<file path="src/rtl/core/dac_pkg.sv">
package dac_pkg;

	localparam int PADDR_W   = 5;
	localparam int DIV_STEPS = 17;
	localparam int CNT_W     = 5;

	localparam logic [7:0] LETTER_BASE = 8'd65;

	typedef enum logic [2:0] {
		REG_DIRECTION  = 3'd0,
		REG_MODULUS    = 3'd1,
		REG_INNER_MULT = 3'd2,
		REG_INNER_ADD  = 3'd3,
		REG_OUTER_MULT = 3'd4,
		REG_OUTER_ADD  = 3'd5
	} reg_idx_t;

	typedef struct packed {
		logic       direction;
		logic [7:0] modulus;
		logic [7:0] inner_mult;
		logic [7:0] inner_add;
		logic [7:0] outer_mult;
		logic [7:0] outer_add;
	} cfg_t;

	typedef enum logic [3:0] {
		CMD_NONE,
		CMD_LOAD,
		CMD_EU_INIT_A,
		CMD_EU_INIT_C,
		CMD_EU_STEP,
		CMD_SAVE_A,
		CMD_SAVE_C,
		CMD_MOD0,
		CMD_MOD1,
		CMD_MOD2,
		CMD_WRITE_OK,
		CMD_WRITE_BAD
	} cmd_t;

	typedef enum logic [1:0] {
		DST_ACC,
		DST_EU_INIT,
		DST_EU_STEP
	} dest_t;

	typedef struct packed {
		logic busy;
		logic r1_zero;
		logic key_zero;
		logic inv_valid;
		logic inv_ok;
		logic out_free;
	} stat_t;

endpackage

</file>
<file path="src/rtl/core/dac_item_if.sv">
interface dac_item_if;
	logic       valid;
	logic       ready;
	logic [7:0] symbol;
	logic       start_of_message;

	modport source (output valid, output symbol, output start_of_message, input ready);
	modport sink (input valid, input symbol, input start_of_message, output ready);
endinterface

</file>
<file path="src/rtl/core/dac_result_if.sv">
interface dac_result_if;
	logic       valid;
	logic       ready;
	logic [7:0] out_symbol;
	logic       key_invalid;

	modport source (output valid, output out_symbol, output key_invalid, input ready);
	modport sink (input valid, input out_symbol, input key_invalid, output ready);
endinterface

</file>
<file path="src/rtl/core/chained_double_affine_cipher_unit.sv">
// channel  | role   | payload
// item     | sink   | symbol[7:0], start_of_message
// result   | source | out_symbol[7:0], key_invalid
// apb      | slave  | six key registers at byte offsets 0x00..0x14
//
// One word at a time: three reductions through the shared 17-step restoring
// divider, plus load, check and write.
// After any register write the first word whose key fields are all nonzero also
// runs extended Euclid for both inverses on the same divider.
// arst_n clears the key to its defaults, the chaining value and the inverse cache.
// A finished word waits in the output register while the next word is taken.
module chained_double_affine_cipher_unit (
	input  logic                        clk,
	input  logic                        arst_n,
	dac_item_if.sink                    item,
	dac_result_if.source                result,
	input  logic                        psel,
	input  logic                        penable,
	input  logic                        pwrite,
	input  logic [dac_pkg::PADDR_W-1:0] paddr,
	input  logic [31:0]                 pwdata,
	output logic [31:0]                 prdata,
	output logic                        pready
);
	dac_pkg::cfg_t  cfg;
	logic           cfg_wr;
	dac_pkg::cmd_t  cmd;
	dac_pkg::stat_t stat;

	dac_regs u_regs (
		.clk    (clk),
		.arst_n (arst_n),
		.psel   (psel),
		.penable(penable),
		.pwrite (pwrite),
		.paddr  (paddr),
		.pwdata (pwdata),
		.prdata (prdata),
		.pready (pready),
		.cfg    (cfg),
		.cfg_wr (cfg_wr)
	);

	dac_ctrl u_ctrl (
		.clk     (clk),
		.arst_n  (arst_n),
		.in_valid(item.valid),
		.in_ready(item.ready),
		.stat    (stat),
		.cmd     (cmd)
	);

	dac_dp u_dp (
		.clk             (clk),
		.arst_n          (arst_n),
		.cfg             (cfg),
		.cfg_wr          (cfg_wr),
		.cmd             (cmd),
		.stat            (stat),
		.symbol          (item.symbol),
		.start_of_message(item.start_of_message),
		.out_valid       (result.valid),
		.out_ready       (result.ready),
		.out_symbol      (result.out_symbol),
		.key_invalid     (result.key_invalid)
	);
endmodule

</file>
<file path="src/rtl/core/dac_regs.sv">
module dac_regs (
	input  logic                        clk,
	input  logic                        arst_n,
	input  logic                        psel,
	input  logic                        penable,
	input  logic                        pwrite,
	input  logic [dac_pkg::PADDR_W-1:0] paddr,
	input  logic [31:0]                 pwdata,
	output logic [31:0]                 prdata,
	output logic                        pready,
	output dac_pkg::cfg_t               cfg,
	output logic                        cfg_wr
);
	dac_pkg::cfg_t     cfg_q;
	dac_pkg::reg_idx_t idx;
	logic              wr;

	assign idx    = dac_pkg::reg_idx_t'(paddr[dac_pkg::PADDR_W-1:2]);
	assign wr     = psel && penable && pwrite;
	assign pready = 1'b1;
	assign cfg    = cfg_q;
	assign cfg_wr = wr;

	always_ff @(posedge clk or negedge arst_n) begin
		if (!arst_n) begin
			cfg_q.direction  <= 1'b0;
			cfg_q.modulus    <= 8'd26;
			cfg_q.inner_mult <= 8'd1;
			cfg_q.inner_add  <= 8'd1;
			cfg_q.outer_mult <= 8'd1;
			cfg_q.outer_add  <= 8'd1;
		end else if (wr) begin
			case (idx)
				dac_pkg::REG_DIRECTION:  cfg_q.direction  <= pwdata[0];
				dac_pkg::REG_MODULUS:    cfg_q.modulus    <= pwdata[7:0];
				dac_pkg::REG_INNER_MULT: cfg_q.inner_mult <= pwdata[7:0];
				dac_pkg::REG_INNER_ADD:  cfg_q.inner_add  <= pwdata[7:0];
				dac_pkg::REG_OUTER_MULT: cfg_q.outer_mult <= pwdata[7:0];
				dac_pkg::REG_OUTER_ADD:  cfg_q.outer_add  <= pwdata[7:0];
				default: ;
			endcase
		end
	end

	always_comb begin
		case (idx)
			dac_pkg::REG_DIRECTION:  prdata = {31'd0, cfg_q.direction};
			dac_pkg::REG_MODULUS:    prdata = {24'd0, cfg_q.modulus};
			dac_pkg::REG_INNER_MULT: prdata = {24'd0, cfg_q.inner_mult};
			dac_pkg::REG_INNER_ADD:  prdata = {24'd0, cfg_q.inner_add};
			dac_pkg::REG_OUTER_MULT: prdata = {24'd0, cfg_q.outer_mult};
			dac_pkg::REG_OUTER_ADD:  prdata = {24'd0, cfg_q.outer_add};
			default:                 prdata = 32'd0;
		endcase
	end
endmodule

</file>
<file path="src/rtl/core/dac_ctrl.sv">
module dac_ctrl (
	input  logic           clk,
	input  logic           arst_n,
	input  logic           in_valid,
	output logic           in_ready,
	input  dac_pkg::stat_t stat,
	output dac_pkg::cmd_t  cmd
);
	typedef enum logic [15:0] {
		ST_IDLE   = 16'h0001,
		ST_CHECK  = 16'h0002,
		ST_INV_A  = 16'h0004,
		ST_WAIT_A = 16'h0008,
		ST_SAVE_A = 16'h0010,
		ST_INV_C  = 16'h0020,
		ST_WAIT_C = 16'h0040,
		ST_SAVE_C = 16'h0080,
		ST_RUN0   = 16'h0100,
		ST_W0     = 16'h0200,
		ST_RUN1   = 16'h0400,
		ST_W1     = 16'h0800,
		ST_RUN2   = 16'h1000,
		ST_W2     = 16'h2000,
		ST_FINISH = 16'h4000,
		ST_BAD    = 16'h8000
	} state_t;

	state_t state_q, state_nxt;

	assign in_ready = (state_q == ST_IDLE);

	always_comb begin
		state_nxt = state_q;
		cmd       = dac_pkg::CMD_NONE;
		case (state_q)
			ST_IDLE: begin
				if (in_valid) begin
					cmd       = dac_pkg::CMD_LOAD;
					state_nxt = ST_CHECK;
				end
			end
			ST_CHECK: begin
				if (stat.key_zero || (stat.inv_valid && !stat.inv_ok))
					state_nxt = ST_BAD;
				else if (stat.inv_valid)
					state_nxt = ST_RUN0;
				else
					state_nxt = ST_INV_A;
			end
			ST_INV_A: begin
				cmd       = dac_pkg::CMD_EU_INIT_A;
				state_nxt = ST_WAIT_A;
			end
			ST_WAIT_A: begin
				if (!stat.busy) begin
					if (stat.r1_zero)
						state_nxt = ST_SAVE_A;
					else
						cmd = dac_pkg::CMD_EU_STEP;
				end
			end
			ST_SAVE_A: begin
				cmd       = dac_pkg::CMD_SAVE_A;
				state_nxt = ST_INV_C;
			end
			ST_INV_C: begin
				cmd       = dac_pkg::CMD_EU_INIT_C;
				state_nxt = ST_WAIT_C;
			end
			ST_WAIT_C: begin
				if (!stat.busy) begin
					if (stat.r1_zero)
						state_nxt = ST_SAVE_C;
					else
						cmd = dac_pkg::CMD_EU_STEP;
				end
			end
			ST_SAVE_C: begin
				cmd       = dac_pkg::CMD_SAVE_C;
				state_nxt = ST_CHECK;
			end
			ST_RUN0: begin
				cmd       = dac_pkg::CMD_MOD0;
				state_nxt = ST_W0;
			end
			ST_W0: begin
				if (!stat.busy)
					state_nxt = ST_RUN1;
			end
			ST_RUN1: begin
				cmd       = dac_pkg::CMD_MOD1;
				state_nxt = ST_W1;
			end
			ST_W1: begin
				if (!stat.busy)
					state_nxt = ST_RUN2;
			end
			ST_RUN2: begin
				cmd       = dac_pkg::CMD_MOD2;
				state_nxt = ST_W2;
			end
			ST_W2: begin
				if (!stat.busy)
					state_nxt = ST_FINISH;
			end
			ST_FINISH: begin
				if (stat.out_free) begin
					cmd       = dac_pkg::CMD_WRITE_OK;
					state_nxt = ST_IDLE;
				end
			end
			ST_BAD: begin
				if (stat.out_free) begin
					cmd       = dac_pkg::CMD_WRITE_BAD;
					state_nxt = ST_IDLE;
				end
			end
			default: state_nxt = ST_IDLE;
		endcase
	end

	always_ff @(posedge clk or negedge arst_n) begin
		if (!arst_n)
			state_q <= ST_IDLE;
		else
			state_q <= state_nxt;
	end
endmodule

</file>
<file path="src/rtl/core/dac_dp.sv">
module dac_dp (
	input  logic           clk,
	input  logic           arst_n,
	input  dac_pkg::cfg_t  cfg,
	input  logic           cfg_wr,
	input  dac_pkg::cmd_t  cmd,
	output dac_pkg::stat_t stat,
	input  logic [7:0]     symbol,
	input  logic           start_of_message,
	output logic           out_valid,
	input  logic           out_ready,
	output logic [7:0]     out_symbol,
	output logic           key_invalid
);
	logic [7:0]                sym_q;
	logic signed [9:0]         chain_q;
	logic [7:0]                acc_q;
	logic [7:0]                inva_q, invc_q;
	logic                      inv_valid_q;
	logic [7:0]                r0_q, r1_q;
	logic signed [9:0]         t0_q, t1_q;
	logic [16:0]               mag_q;
	logic [7:0]                rem_q, div_q;
	logic                      neg_q, busy_q;
	logic [dac_pkg::CNT_W-1:0] cnt_q;
	dac_pkg::dest_t            dest_q;
	logic                      out_valid_q, key_invalid_q;
	logic [7:0]                out_symbol_q;

	logic signed [9:0]  x_s;
	logic [7:0]         mul_op;
	logic [15:0]        prod;
	logic signed [17:0] prod_s, v;
	logic [16:0]        mag;
	logic [7:0]         divisor;
	logic               start_div;
	dac_pkg::dest_t     dest;
	logic [8:0]         trial;
	logic               ge;
	logic [7:0]         rem_fix, inv_res;
	logic signed [18:0] t_prod;
	logic signed [9:0]  t_next, t_wrap;
	logic               enc;

	assign enc = !cfg.direction;
	assign x_s = $signed({2'b00, sym_q}) - $signed({2'b00, dac_pkg::LETTER_BASE});

	always_comb begin
		case (cmd)
			dac_pkg::CMD_MOD1: mul_op = enc ? cfg.inner_mult : invc_q;
			dac_pkg::CMD_MOD2: mul_op = enc ? cfg.outer_mult : inva_q;
			default:           mul_op = 8'd0;
		endcase
	end

	assign prod   = mul_op * acc_q;
	assign prod_s = $signed({2'b00, prod});

	always_comb begin
		v         = 18'sd0;
		divisor   = cfg.modulus;
		dest      = dac_pkg::DST_ACC;
		start_div = 1'b1;
		case (cmd)
			dac_pkg::CMD_MOD0: begin
				if (enc)
					v = 18'(x_s) + 18'(chain_q);
				else
					v = 18'($signed(sym_q)) - $signed({10'd0, cfg.outer_add});
			end
			dac_pkg::CMD_MOD1: begin
				if (enc)
					v = prod_s + $signed({10'd0, cfg.inner_add});
				else
					v = prod_s - $signed({10'd0, cfg.inner_add});
			end
			dac_pkg::CMD_MOD2: begin
				if (enc)
					v = prod_s + $signed({10'd0, cfg.outer_add});
				else
					v = prod_s - 18'(chain_q);
			end
			dac_pkg::CMD_EU_INIT_A: begin
				v    = $signed({10'd0, cfg.inner_mult});
				dest = dac_pkg::DST_EU_INIT;
			end
			dac_pkg::CMD_EU_INIT_C: begin
				v    = $signed({10'd0, cfg.outer_mult});
				dest = dac_pkg::DST_EU_INIT;
			end
			dac_pkg::CMD_EU_STEP: begin
				v       = $signed({10'd0, r0_q});
				divisor = r1_q;
				dest    = dac_pkg::DST_EU_STEP;
			end
			default: start_div = 1'b0;
		endcase
	end

	assign mag = v[17] ? 17'(-v) : v[16:0];

	assign trial   = {rem_q, mag_q[16]};
	assign ge      = trial >= {1'b0, div_q};
	assign rem_fix = (neg_q && rem_q != 8'd0) ? div_q - rem_q : rem_q;

	assign t_prod  = $signed({1'b0, mag_q[7:0]}) * t1_q;
	assign t_next  = t0_q - 10'(t_prod);
	assign t_wrap  = t0_q + $signed({2'b00, cfg.modulus});
	assign inv_res = (r0_q != 8'd1) ? 8'd0 : (t0_q[9] ? t_wrap[7:0] : t0_q[7:0]);

	always_ff @(posedge clk or negedge arst_n) begin
		if (!arst_n) begin
			busy_q      <= 1'b0;
			cnt_q       <= '0;
			inv_valid_q <= 1'b0;
			out_valid_q <= 1'b0;
			chain_q     <= '0;
		end else begin
			if (start_div) begin
				busy_q <= 1'b1;
				cnt_q  <= dac_pkg::CNT_W'(dac_pkg::DIV_STEPS);
			end else if (busy_q && cnt_q != '0) begin
				cnt_q <= cnt_q - 1'b1;
			end else if (busy_q) begin
				busy_q <= 1'b0;
			end

			if (cfg_wr)
				inv_valid_q <= 1'b0;
			else if (cmd == dac_pkg::CMD_SAVE_C)
				inv_valid_q <= 1'b1;

			if (cmd == dac_pkg::CMD_LOAD && start_of_message)
				chain_q <= '0;
			else if (cmd == dac_pkg::CMD_WRITE_OK)
				chain_q <= enc ? x_s : $signed({2'b00, acc_q});

			if (cmd == dac_pkg::CMD_WRITE_OK || cmd == dac_pkg::CMD_WRITE_BAD)
				out_valid_q <= 1'b1;
			else if (out_ready)
				out_valid_q <= 1'b0;
		end
	end

	always_ff @(posedge clk) begin
		if (cmd == dac_pkg::CMD_LOAD)
			sym_q <= symbol;
		if (cmd == dac_pkg::CMD_SAVE_A)
			inva_q <= inv_res;
		if (cmd == dac_pkg::CMD_SAVE_C)
			invc_q <= inv_res;
		if (cmd == dac_pkg::CMD_EU_INIT_A || cmd == dac_pkg::CMD_EU_INIT_C) begin
			r0_q <= cfg.modulus;
			t0_q <= 10'sd0;
			t1_q <= 10'sd1;
		end
		if (start_div) begin
			mag_q  <= mag;
			rem_q  <= 8'd0;
			div_q  <= divisor;
			neg_q  <= v[17];
			dest_q <= dest;
		end else if (busy_q && cnt_q != '0) begin
			rem_q <= ge ? 8'(trial - {1'b0, div_q}) : trial[7:0];
			mag_q <= {mag_q[15:0], ge};
		end else if (busy_q) begin
			case (dest_q)
				dac_pkg::DST_ACC:     acc_q <= rem_fix;
				dac_pkg::DST_EU_INIT: r1_q  <= rem_q;
				dac_pkg::DST_EU_STEP: begin
					r0_q <= r1_q;
					r1_q <= rem_q;
					t0_q <= t1_q;
					t1_q <= t_next;
				end
				default: ;
			endcase
		end
		if (cmd == dac_pkg::CMD_WRITE_OK) begin
			out_symbol_q  <= enc ? acc_q : acc_q + dac_pkg::LETTER_BASE;
			key_invalid_q <= 1'b0;
		end else if (cmd == dac_pkg::CMD_WRITE_BAD) begin
			out_symbol_q  <= 8'd0;
			key_invalid_q <= 1'b1;
		end
	end

	assign stat.busy      = busy_q;
	assign stat.r1_zero   = (r1_q == 8'd0);
	assign stat.key_zero  = (cfg.modulus == 8'd0) || (cfg.inner_mult == 8'd0) ||
	                        (cfg.inner_add == 8'd0) || (cfg.outer_mult == 8'd0) ||
	                        (cfg.outer_add == 8'd0);
	assign stat.inv_valid = inv_valid_q;
	assign stat.inv_ok    = (inva_q != 8'd0) && (invc_q != 8'd0);
	assign stat.out_free  = !out_valid_q || out_ready;

	assign out_valid   = out_valid_q;
	assign out_symbol  = out_symbol_q;
	assign key_invalid = key_invalid_q;
endmodule

</file>
<file path="src/flat_wrapper.sv">
// flat-port wrapper written by rule: the top's interface ports become plain ports
module chained_double_affine_cipher_unit_flat 
  (clk, arst_n, psel, penable, pwrite, paddr, pwdata, prdata, pready, item_valid, item_symbol, item_start_of_message, item_ready, result_valid, result_out_symbol, result_key_invalid, result_ready);
  dac_item_if item_i ();
  dac_result_if result_i ();
  input  logic clk;
  input  logic arst_n;
  input  logic psel;
  input  logic penable;
  input  logic pwrite;
  input  logic [dac_pkg::PADDR_W-1:0] paddr;
  input  logic [31:0] pwdata;
  output logic [31:0] prdata;
  output logic pready;
  input wire logic [$bits(item_i.valid)-1:0] item_valid;
  input wire logic [$bits(item_i.symbol)-1:0] item_symbol;
  input wire logic [$bits(item_i.start_of_message)-1:0] item_start_of_message;
  output wire logic [$bits(item_i.ready)-1:0] item_ready;
  output wire logic [$bits(result_i.valid)-1:0] result_valid;
  output wire logic [$bits(result_i.out_symbol)-1:0] result_out_symbol;
  output wire logic [$bits(result_i.key_invalid)-1:0] result_key_invalid;
  input wire logic [$bits(result_i.ready)-1:0] result_ready;
  assign item_i.valid = item_valid;
  assign item_i.symbol = item_symbol;
  assign item_i.start_of_message = item_start_of_message;
  assign item_ready = item_i.ready;
  assign result_valid = result_i.valid;
  assign result_out_symbol = result_i.out_symbol;
  assign result_key_invalid = result_i.key_invalid;
  assign result_i.ready = result_ready;
  chained_double_affine_cipher_unit u_core (.clk(clk), .arst_n(arst_n), .item(item_i), .result(result_i), .psel(psel), .penable(penable), .pwrite(pwrite), .paddr(paddr), .pwdata(pwdata), .prdata(prdata), .pready(pready));
endmodule
</file>
<file path="config.mk">
export PLATFORM = sky130hd
export DESIGN_NAME = chained_double_affine_cipher_unit_flat
export DESIGN_NICKNAME = d
export VERILOG_FILES = /design/src/rtl/core/dac_pkg.sv /design/src/rtl/core/dac_item_if.sv /design/src/rtl/core/dac_result_if.sv /design/src/rtl/core/chained_double_affine_cipher_unit.sv /design/src/rtl/core/dac_regs.sv /design/src/rtl/core/dac_ctrl.sv /design/src/rtl/core/dac_dp.sv /design/src/flat_wrapper.sv
export SDC_FILE = /design/constraint.sdc
export NUM_CORES = 1
export LEC_CHECK = 0
export BUFFER_PORTS_ARGS = -buffer_cell sky130_fd_sc_hd__buf_2
export CAP_MARGIN = 20
export CORE_MARGIN = 4
export CORE_UTILIZATION = 55
export DETAILED_ROUTE_END_ITERATION = 6
export PLACE_DENSITY = 0.84
export SLEW_MARGIN = 40
export SYNTH_ARGS = -nofsm -noshare
export SYNTH_HDL_FRONTEND = slang
export SYNTH_SLANG_ARGS = --single-unit
</file>
<file path="constraint.sdc">
create_clock -name clk -period 11.9 [get_ports clk]
set_clock_uncertainty 0.05 [all_clocks]
set_input_delay 1.19 -clock clk [delete_from_list [all_inputs] [get_ports clk]]
set_output_delay 1.19 -clock clk [all_outputs]
set_load 0.01 [all_outputs]
</file>
== After elaboration in Yosys (flattened, before gate mapping) ==
Cells that the tools add are included.

* Register bits: 188
* Bits of input ports: 53

* Add/subtract/negate cells: 14
* Multiply operators: 2
* Order comparisons: 1
* Equal/unequal tests: 45
* Multiplexer cells: 65
* Bitwise logic cells: 2
* Reduce and logical (&&, ||, !) cells: 48

{| class="wikitable"
|+ Operators with widths
! operator !! count
|-
| $pmux W16 S15 || 1
|-
| $mux W16 || 10
|-
| $mux W10 || 13
|-
| $mux W8 || 15
|-
| $pmux W18 S6 || 1
|-
| $mux W18 || 3
|-
| $mux W17 || 3
|-
| $logic_not A8 Y1 || 6
|-
| $pmux W8 S6 || 1
|-
| $pmux W4 S11 || 1
|-
| $add A16 B8 Y17 || 2
|-
| $reduce_bool A8 Y1 || 3
|-
| $sub A17 B10 Y18 || 1
|-
| $neg A17 Y17 || 1
|-
| $sub A16 B8 Y17 || 1
|-
| $eq A16 B1 Y1 const B || 1
|-
| $eq A16 B10 Y1 const B || 1
|-
| $eq A16 B11 Y1 const B || 1
|-
| $eq A16 B12 Y1 const B || 1
|-
| $eq A16 B13 Y1 const B || 1
|-
| $eq A16 B14 Y1 const B || 1
|-
| $eq A16 B15 Y1 const B || 1
|-
| $eq A16 B16 Y1 const B || 1
|-
| $eq A16 B2 Y1 const B || 1
|-
| other kinds (50) || 106
|}

== Depth between registers and ports, before layout ==
Gate-level depths: netlist (run 1).

* Depth in word-level cells: 13
* Mapped depth: 35
* Mapped depth without buffers: 30

== Hierarchy ==
Synthesis (run 1) repeated with hierarchy kept, for this count alone.

* Cells, all modules: 1,985
* Area, all modules: 18,026.0 um2

{| class="wikitable"
|+ Modules (own cells, without submodules)
! module !! instances !! cells each !! area an instance (um2) !! sequential area each (um2)
|-
| dac_dp || 1 || 1,691 || 14,687.8 || 3,448.3
|-
| dac_regs || 1 || 168 || 2,190.9 || 1,034.7
|-
| dac_ctrl || 1 || 126 || 1,147.4 || 401.6
|}

== Least setup slack after synthesis (run 1) ==
No wires, ideal clock.

* Kind: reg2reg
* Start: register u_core.u_ctrl.state_q[7]
* End: register u_core.u_dp.mag_q[16], data pin
* Data arrival time: 8,262 ps
* Data required time: 11,588 ps
* Slack: 3,325 ps
* Cell stages (with the launch flop): 30
* Cells stage by stage: dfrtp_1 nor4_1 nand3_1 or2_2 clkbuf_1 o22ai_1 nand2_1 fa_1 fa_1 inv_1 fa_1 inv_1 fa_1 inv_1 ha_1 or3b_2 o221a_2 nand3_2 buf_2 ha_1 nand4_1 a21oi_1 nor4_2 o21a_1 o2111ai_1 or4_4 nor4_4 a41oi_2 a211o_1 a21boi_1

* Longest elaborated chain between the ends: 12

{| class="wikitable"
|+ RTL lines
! what !! RTL line !! RTL
|-
| from (decl) || dac_ctrl.sv:28 || <nowiki>state_t state_q, state_nxt;</nowiki>
|-
| from (signal assigned) || dac_ctrl.sv:126 || <nowiki>state_q <= state_nxt;</nowiki>
|-
| $eq A16 B7 Y1 / $eq A16 B4 Y1 (equally long branches) || dac_ctrl.sv:35 || <nowiki>case (state_q)</nowiki>
|-
| $reduce_or A2 Y1 (no line) || n/a ||
|-
| $pmux W4 S11 (*) || dac_ctrl.sv:35 ||
|-
| $eq A4 B4 Y1 || dac_dp.sv:49, dac_dp.sv:64 ||
|-
| $pmux W8 S2 || dac_dp.sv:49 || <nowiki>case (cmd)</nowiki>
|-
| $mul A8 B8 Y16 || dac_dp.sv:56 || <nowiki>assign prod = mul_op * acc_q;</nowiki>
|-
| $sub A17 B10 Y18 (tied with other cells) || dac_dp.sv:81 || <nowiki>v = prod_s - 18'(chain_q);</nowiki>
|-
| $mux W18, on equally long branches || dac_dp.sv:78, dac_dp.sv:72 ||
|-
| $pmux W18 S6 || dac_dp.sv:64 || <nowiki>case (cmd)</nowiki>
|-
| $neg A17 Y17 || dac_dp.sv:100 || <nowiki>assign mag = v[17] ? 17'(-v) : v[16:0];</nowiki>
|-
| $mux W17 || dac_dp.sv:100 ||
|-
| $mux W17 (*) || dac_dp.sv:157 || <nowiki>if (start_div) begin</nowiki>
|-
| to (signal assigned) || dac_dp.sv:158 || <nowiki>mag_q <= mag;</nowiki>
|-
| to (signal assigned) || dac_dp.sv:165 || <nowiki>mag_q <= {mag_q[15:0], ge};</nowiki>
|-
| to (decl) || dac_dp.sv:22 || <nowiki>logic [16:0] mag_q;</nowiki>
|}

Every way passes the cells marked *; elsewhere a longest branch is shown, timed or not.
A chain may end at the register's enable or synchronous reset.

== Worst setup path in the final report (run 1) ==
* Start: register u_core.u_ctrl.state_q[12]
* End: register u_core.u_dp.mag_q[11], data pin

{| class="wikitable"
|+ RTL lines
! what !! RTL line !! RTL
|-
| $eq A16 B7 Y1 / $eq A16 B4 Y1 (equally long branches) || dac_ctrl.sv:35 ||
|-
| $reduce_or A2 Y1 (no line) || n/a ||
|-
| $pmux W4 S11 (*) || dac_ctrl.sv:35 ||
|-
| $eq A4 B4 Y1 || dac_dp.sv:49, dac_dp.sv:64 ||
|-
| $pmux W8 S2 || dac_dp.sv:49 ||
|-
| $mul A8 B8 Y16 || dac_dp.sv:56 ||
|-
| $sub A17 B10 Y18 / $sub A16 B8 Y17 (equally long branches) || dac_dp.sv:81, dac_dp.sv:75 ||
|-
| $mux W18, on equally long branches || dac_dp.sv:78, dac_dp.sv:72 ||
|-
| $pmux W18 S6 (*) || dac_dp.sv:64 ||
|-
| net u_core.u_dp.v[17] || dac_dp.sv:33 || <nowiki>logic signed [17:0] prod_s, v;</nowiki>
|-
| $mux W17 (*) || dac_dp.sv:100 ||
|-
| $mux W17 (*) || dac_dp.sv:157 ||
|}

The timed path passes the listed nets; every way through them passes the cells marked *.

==> key figures, run 1 <==
Logic synthesis
  – Post-synth EDFFs: 76
  – Synth top area cells: edfxtp_1, ha_1, dfrtp_1
  – Main synth FF type: edfxtp_1
  – Yosys top cell by area: edfxtp_1
  – Top-area cell type share of the netlist area: 12.6%
  – Mapped cell area: 18100 sq um
  – Adder-cell share of the synthesized area: 19.1%
  – Seq/Total Area, Yosys: 27.0%
  – Register bit total from synthesis: 187
  – Multiplexer share of the synthesized area: 5.74%
  – Synth Area in Simple Gates: 19.7%
  – Largest family of logic cells by synthesized area: simple AND/OR/NAND/NOR gates
  – Synth unique cells: 106
  – Fraction of registers with async set/reset: 39.6%
  – Synth warn: 0
  – Synth Area per Inst: 8.91 sq um
  – Synth Instances: 2034
  – Compound-Gate Fraction of Synth Area: 15.9%
  – Post-synthesis xor/xnor area fraction: 5.65%

Floorplan
  – Area of the die: 35900 sq um
  – I/O pins: 97
  – Die span in x: 189 um
  – Row count: 66
  – Initial Util: 55.7%
  – Die height: 189 um
  – Core footprint: 32500 sq um

Pwr
  – VDD IR-drop max: 0.497 mV
  – Leak: 8.69 nW
  – Clock share of power: 15.0%
  – Switch share: 45.4%
  – Psw: 1.90 mW
  – Combinational power share: 58.9%
  – Seq pwr share: 26.1%
  – Internal power: 2.28 mW
  – Power Density: 216 nW/um^2

Drt
  – DRC errors left: 0
  – WL final: 52300 um
  – 1st-iter DRT viols: 1611
  – Vias/cell: 6.28
  – Drt wl/cell: 21.0 um
  – Detailed Routing Iterations Pass 1: 5
  – Via Count: 15600
  – ANT nets after route: 0

Layout
  – Most common cell after layout, fill and taps aside: nand2_1
  – Core Util, Final: 59.4%
  – Most frequent cells in the layout: nand2_1, inv_1, ha_1, nor2_1, o21ai_0
  – Layout cell share with drive strength beyond 1: 10.6%
  – Final net count: 2318
  – Layout area overhead: 6.66%
  – Ant diodes: 0
  – Fillcell total: 2766

Timing
  – Final period util: 82.4%
  – Slew Limit Fails: 0
  – Final setup fails: 0
  – Fmax: 0.102 GHz
  – Worst Tran Pin Value: 0.802 ns
  – Slew HR: 46.6%
  – Final hold vios: 0
  – Setup WS post-layout: 2.10 ns
  – Fin crit period: 9.80 ns
  – Setup_tns: 0 ns
  – Unrepaired setup endpoints after global routing: no

Run status
  – Status: complete, no violations

Placed design
  – Pre-CTS setup slack: 2.36 ns
  – Buffers added on ports: 45
  – Placer congestion estimate: 0.986
  – Dpl hpwl: 40100 um

Clock tree
  – CTS tree: yes
  – Post-CTS setup buffers: 0
  – Depth of the CTS H-tree: 4
  – Worst skew pair latency: 0.46 ns
  – Clock sink total: 187
  – Clk pin slew, worst setup/hold paths: 0.08 ns
  – # hold bufs at CTS: 0
  – Clk root buf: clkbuf_16
  – Clock tree buffer depth: 2
  – Total CTS buffers: 17
  – CTS resizes: 0

Flow run
  – Max cap viols: 0

Global route
  – All-layer global routing usage: 29.0%
  – Gr ovfl total: 0
  – First-pass GRT wire length: 82700 um
  – Vias in the first global route: 15400
  – Initial antenna violation count: 0
  – Pin count of the biggest net entering global routing: 75

Worst hold path
  – Hold Crit Class: reg2reg

Setup path
  – WP data required: 12.06 ns
  – Data arrival time of the worst path: 9.96 ns
  – Max incr delay on CP: 0.69 ns
  – CP Class: reg2reg
  – Crit path max-delay cell type: a211oi_2
  – Cell repeated most along the worst path: fa_1
  – Startpoint types: register
  – CP max FO: 16
  – Critical Path End Type: register
cell usage after synthesis, drive strengths merged, types with 8 or more instances:
cell      n
a21oi    89
inv     190
xor2     37
dfstp     8
buf      55
and3     16
clkbuf   54
a211oi   27
fa       77
or4      19
a21o     28
a22oi    14
nand3    52
mux2i    51
dfxtp    37
mux2     47
nand4    19
ha      153
o21a     17
nor2    111
or3      18
o21ai   101
and2     89
nand2b   19
o211ai    8
xnor2    79
nor4b    11
o21bai    8
o22ai    22
o31ai    10
edfxtp   76
nor4     31
dfrtp    66
nor2b    24
nor3     26
a31oi    12
nor3b    10
nand2   205
power groups by stage:
stage / clock, mW / combinational [mW] / sequential, mW
floorplan: 0 / 1.96 / 0.970
global placement: 0 / 2.31 / 1.08
detailed placement: 0 / 2.40 / 1.09
CTS: 0.627 / 2.44 / 1.08
global route: 0.657 / 2.77 / 1.10
finish: 0.626 / 2.46 / 1.09
metal layers:
metal | wire length [um] | vias to the layer above | track usage, %
li1 | - | 7160 | -
met1 | 20900 | 7554 | 37.2
met2 | 24600 | 760 | 48.3
met3 | 4150 | 161 | 4.59
met4 | 2580 | 0 | 13.0
met5 | 0 | - | 0
area by class of cell:
class,count,area [sq um],area share (%)
Clock inverter,14,196,1.02
Inverter,191,718,3.72
Multi-Input combinational cell,1570,12100,62.8
Sequential cell,187,4890,25.3
Timing Repair Buffer,68,412,2.13
Clock buffer,18,429,2.22
Tap cell,442,553,2.86
metrics by stage:
step	hold slack (ns)	power (mW)	area (sq um)	instances
after detailed placement	0.406	3.49	18700	2458
after CTS	0.408	4.14	19300	2490
final	0.406	4.18	19300	2490
after global routing	0.443	4.53	19300	2490
after floorplan	0.381	2.93	18200	2057
after global placement	0.391	3.39	18600	2455
registers in the layout (all words and copies together), names as in the netlist:
register / count
u_core.u_dp.invc_q: 8
u_core.u_dp.sym_q: 8
u_core.u_dp.chain_q: 9
u_core.u_dp.neg_q: 1
u_core.u_dp.r1_q: 8
u_core.u_dp.out_symbol: 8
u_core.u_dp.cnt_q: 5
u_core.u_dp.t1_q: 10
u_core.u_dp.key_invalid: 1
u_core.u_regs.cfg: 41
u_core.u_ctrl.state_q: 16
u_core.u_dp.mag_q: 17
u_core.u_dp.inva_q: 8
u_core.u_dp.dest_q: 2
u_core.u_dp.busy_q: 1
u_core.u_dp.out_valid: 1
u_core.u_dp.r0_q: 8
u_core.u_dp.rem_q: 8
u_core.u_dp.div_q: 8
u_core.u_dp.t0_q: 10
u_core.u_dp.inv_valid_q: 1
u_core.u_dp.acc_q: 8
critical path, delay by kind of cell, from the launching register on:
kind | cells | cell delay (ns)
flip-flops | 1 | 0.44
buffers and inverters | 6 | 1.04
AND/OR/NAND/NOR | 6 | 2.09
XOR/XNOR | 2 | 0.29
adder cells (fa/ha/maj) | 6 | 2.77
AO/OA/AOI/OAI | 9 | 2.84
kinds of logic (layout without fill, tap and decap cells):
group	after synthesis	after routing
flip-flops	187	187
multiplexers	98	98
buffers and inverters	300	291
AO/OA/AOI/OAI	422	422
adder cells (fa/ha/maj)	230	230
XOR/XNOR	116	116
AND/OR/NAND/NOR	679	679
other	2	25
final timing paths:
| kind | startpoint | end | slack, ns | depth (start not counted) |
|---|---|---|---|---|
| max | u_core.u_ctrl.state_q[12]$_DFFE_PN0P_ | u_core.u_dp.mag_q[11]$_DFFE_PN_ | 2.10 | 29 |
| min | u_core.u_dp.t1_q[9]$_DFF_P_ | u_core.u_dp.t0_q[9]$_DFF_P_ | 0.41 | 2 |
| max reg2reg | u_core.u_ctrl.state_q[12]$_DFFE_PN0P_ | u_core.u_dp.mag_q[11]$_DFFE_PN_ | 2.10 | 29 |
| min reg2reg | u_core.u_dp.t1_q[9]$_DFF_P_ | u_core.u_dp.t0_q[9]$_DFF_P_ | 0.41 | 2 |
| max in group asynchronous | arst_n | u_core.u_regs.cfg[40]$_DFFE_PN0P_ | 10.58 | 1 |
| min in group asynchronous | arst_n | u_core.u_dp.chain_q[7]$_DFFE_PN0P_ | 0.70 | 1 |
Note: power is estimated with default switching activity, not from simulation.
==> run 2, diff against run 1 <==
--- a/config.mk
+++ b/config.mk
@@ -5,12 +5,13 @@
 export SDC_FILE = /design/constraint.sdc
 export NUM_CORES = 1
 export LEC_CHECK = 0
+export ABC_AREA = 1
 export BUFFER_PORTS_ARGS = -buffer_cell sky130_fd_sc_hd__buf_2
 export CAP_MARGIN = 20
 export CORE_MARGIN = 4
 export CORE_UTILIZATION = 55
 export DETAILED_ROUTE_END_ITERATION = 6
-export PLACE_DENSITY = 0.84
+export PLACE_DENSITY = 0.87
 export SLEW_MARGIN = 40
 export SYNTH_ARGS = -nofsm -noshare
 export SYNTH_HDL_FRONTEND = slang
==> constraint.sdc (replaced) <==
create_clock -name clk -period 8.3 [get_ports clk]
set_clock_uncertainty 0.05 [all_clocks]
set_input_delay 0.83 -clock clk [delete_from_list [all_inputs] [get_ports clk]]
set_output_delay 0.83 -clock clk [all_outputs]
set_load 0.01 [all_outputs]
==> run 2 against run 1 <==
  * Sequential power up 47%
  * Die area up 2.9%
  * Non-clock buffer count down 3
  * Largest cell class unchanged
  * Highest routed layer unchanged
  * Combinational power up 97%
  * Cell count up 24%
  * Sequential cell count unchanged
  * Register-to-register slack worse by 1.6 ns
  * Synthesized area up 3.0%
==> key figures, run 2 <==
Pwr
  – Combinational power share: 66.9% (+8.0 points)
  – Seq pwr share: 22.1% (-4.0 points)
  – Clock share of power: 11.0% (-4.0 points)
  – Psw: 3.69 mW (+95%)
  – VDD IR-drop max: 0.496 mV (-0.19%)
  – Switch share: 51.1% (+5.7 points)
  – Leak: 10.4 nW (+20%)
  – Power Density: 363 nW/um^2 (+68%)
  – Internal power: 3.53 mW (+55%)

Drt
  – Drt wl/cell: 19.0 um (-9.3%)
  – Detailed Routing Iterations Pass 1: 6 (+1)
  – WL final: 58900 um (+13%)
  – 1st-iter DRT viols: 2093 (+30%)
  – ANT nets after route: 0 (unchanged)
  – DRC errors left: 0 (unchanged)
  – Vias/cell: 5.77 (-8.1%)
  – Via Count: 17900 (+14%)

Timing
  – Final setup fails: 0 (unchanged)
  – Final hold vios: 0 (unchanged)
  – Slew HR: 45.9% (-0.64 points)
  – Setup WS post-layout: 0.494 ns (-1.61 ns)
  – Fin crit period: 7.81 ns (-1.99 ns)
  – Final period util: 94.1% (+12 points)
  – Worst Tran Pin Value: 0.805 ns (+0.00336 ns)
  – Unrepaired setup endpoints after global routing: no
  – Fmax: 0.128 GHz (+26%)
  – Setup_tns: 0 ns (unchanged)
  – Slew Limit Fails: 0 (unchanged)

Run status
  – Status: complete, no violations

Layout
  – Most frequent cells in the layout: nand2_1, inv_1, nor2_1, nand3_1, ha_1
  – Ant diodes: 0 (unchanged)
  – Most common cell after layout, fill and taps aside: nand2_1
  – Fillcell total: 3096 (+12%)
  – Final net count: 2918 (+26%)
  – Register Area: 4890 sq um (unchanged)
  – Layout area overhead: 6.60% (about the same)
  – Area of the multi-input gates: 11800 sq um (-3.0%)
  – Max reg flops: 41 (unchanged)
  – Layout cell share with drive strength beyond 1: 9.37% (-1.3 points)

Setup path
  – WP data required: 8.43 ns (-3.63 ns)
  – CP Class: reg2reg
  – Cell repeated most along the worst path: nand2_1
  – RR Startpoint: u_core.u_ctrl.state_q[7]$_DFFE_PN0P_
  – Crit path max-delay cell type: fa_1
  – Max incr delay on CP: 0.56 ns (-0.13 ns)
  – CP max FO: 7 (-9)
  – Critical Path End Type: register
  – Critical Path Source: u_core.u_ctrl.state_q[7]$_DFFE_PN0P_
  – Data arrival time of the worst path: 7.94 ns (-2.02 ns)
  – Startpoint types: register

Clock tree
  – Clock sink total: 187 (unchanged)
  – Clk root buf: clkbuf_16
  – Worst skew pair latency: 0.46 ns (about the same)
  – Post-CTS setup buffers: 0 (unchanged)
  – CTS tree: yes
  – Clock tree buffer depth: 2 (unchanged)
  – Clk pin slew, worst setup/hold paths: 0.08 ns (about the same)
  – Depth of the CTS H-tree: 4 (unchanged)
  – Total CTS buffers: 17 (unchanged)

Logic synthesis
  – Mapped cell area: 18700 sq um (+3.0%)
  – Seq/Total Area, Yosys: 26.2% (-0.79 points)
  – Top-area cell type share of the netlist area: 12.2% (-0.37 points)
  – Synth Instances: 2603 (+28%)
  – Synth warn: 0 (unchanged)
  – Post-synth EDFFs: 76 (unchanged)
  – Commonest cells in the netlist: nand2_1, inv_1, nor2_1
  – Main synth FF type: edfxtp_1
  – Synth unique cells: 63 (-41%)
  – Fraction of registers with async set/reset: 39.6% (unchanged)
  – Synth top area cells: edfxtp_1, nand2_1, ha_1
  – Register bit total from synthesis: 187 (unchanged)
  – Count leader, synth: nand2_1
  – Yosys top cell by area: edfxtp_1
  – Synth Area per Inst: 7.17 sq um (-20%)

Placed design
  – Dpl hpwl: 47800 um (+19%)
  – Buffers added on ports: 45 (unchanged)
  – Placer congestion estimate: 1.06 (+7.2%)
  – Pre-CTS setup slack: 0.146 ns (-2.21 ns)

Worst hold path
  – Hold Crit Class: in2async

Global route
  – Gr ovfl total: 0 (unchanged)
  – Initial antenna violation count: 0 (unchanged)
  – All-layer global routing usage: 32.1% (+3.1 points)
  – Vias in the first global route: 17000 (+10%)
  – First-pass GRT wire length: 92600 um (+12%)
  – Pin count of the biggest net entering global routing: 75 (unchanged)

Floorplan
  – Die span in x: 192 um (+1.4%)
  – Die height: 192 um (+1.4%)
  – Core footprint: 33500 sq um (+3.1%)
  – Area of the die: 36900 sq um (+2.9%)
  – Row count: 67 (+1.5%)
  – Initial Util: 55.7% (about the same)
  – I/O pins: 97 (unchanged)

Flow run
  – Max cap viols: 0 (unchanged)
-- run 2: logic make-up (layout without fill, tap and decap cells) --
family          after synthesis  count (layout)  share of synthesized area [%]
fa+ha+maj                   230             230                           18.5
xor+xnor                     64              64                           3.10
flops                       187             187                           26.2
simple gates               1224            1225                           29.2
compound gates              359             359                           11.4
other cells                   2              25                         0.0402
buf+inv                     537             558                           11.6
-- run 2: power groups by stage --
stage	sequential (mW)	combinational (mW)	clock (mW)
global route	1.62	5.48	0.847
floorplan	1.42	3.71	0
global placement	1.59	4.48	0
CTS	1.58	4.76	0.798
finish	1.60	4.84	0.796
detailed placement	1.60	4.71	0
-- run 2: worst max-delay path, delay by kind of cell, from the launching register on --
kind	cells	cell delay, ns
and+or+nand+nor	18	2.68
AOI/OAI and AO/OA	7	1.26
adders and majority gates	6	2.76
DFF	1	0.40
buffers and inverters	4	0.36
-- run 2: worst paths after layout --
path,cells after the start,slack (ns),endpoint
hold reg to reg,2,0.44,u_core.u_regs.cfg[10]$_DFFE_PN0P_
max in group asynchronous,1,7.29,u_core.u_regs.cfg[40]$_DFFE_PN0P_
setup / recovery,35,0.49,u_core.u_dp.mag_q[2]$_DFFE_PN_
hold / removal,1,0.37,u_core.u_dp.busy_q$_DFFE_PN0P_
setup reg to reg,35,0.49,u_core.u_dp.mag_q[2]$_DFFE_PN_
min in group clk,2,0.44,u_core.u_regs.cfg[10]$_DFFE_PN0P_
-- run 2: what timing repair did --
item	CTS	global route
endpoints found under the setup margin	0	16
hold buffers	0	0
gates resized for setup	0	13
-- run 2: routing by layer --
metal / share of wire, % / track usage [%] / vias up
met1: 42 / 45.1 / 8386
met3: 9.2 / 5.14 / 141
met4: 3.4 / 10.0 / 0
met2: 45 / 51.1 / 874
li1: - / - / 8455
met5: 0 / 0 / -
-- run 2: cell type report --
cell class / count / area share, %
well taps: 448 / 2.82
repair buffers: 65 / 1.92
multi-input cells: 1903 / 59.2
clock inverters: 14 / 0.673
flip-flops and latches: 187 / 24.6
clock buffers: 18 / 2.16
inverters: 461 / 8.71
-- run 2: metrics by stage --
step	cell area [sq um]	hold WS, ns	power, mW	instances	utilization, %
2_1_floorplan	18800	0.398	5.14	2626	-
3_3_place_gp	19300	0.416	6.06	3063	57.4
3_5_place_dp	19300	0.423	6.31	3063	57.5
4_1_cts	19800	0.382	7.14	3095	59.2
5_1_grt	19900	0.410	7.94	3096	59.3
6_report	19900	0.372	7.23	3096	59.3
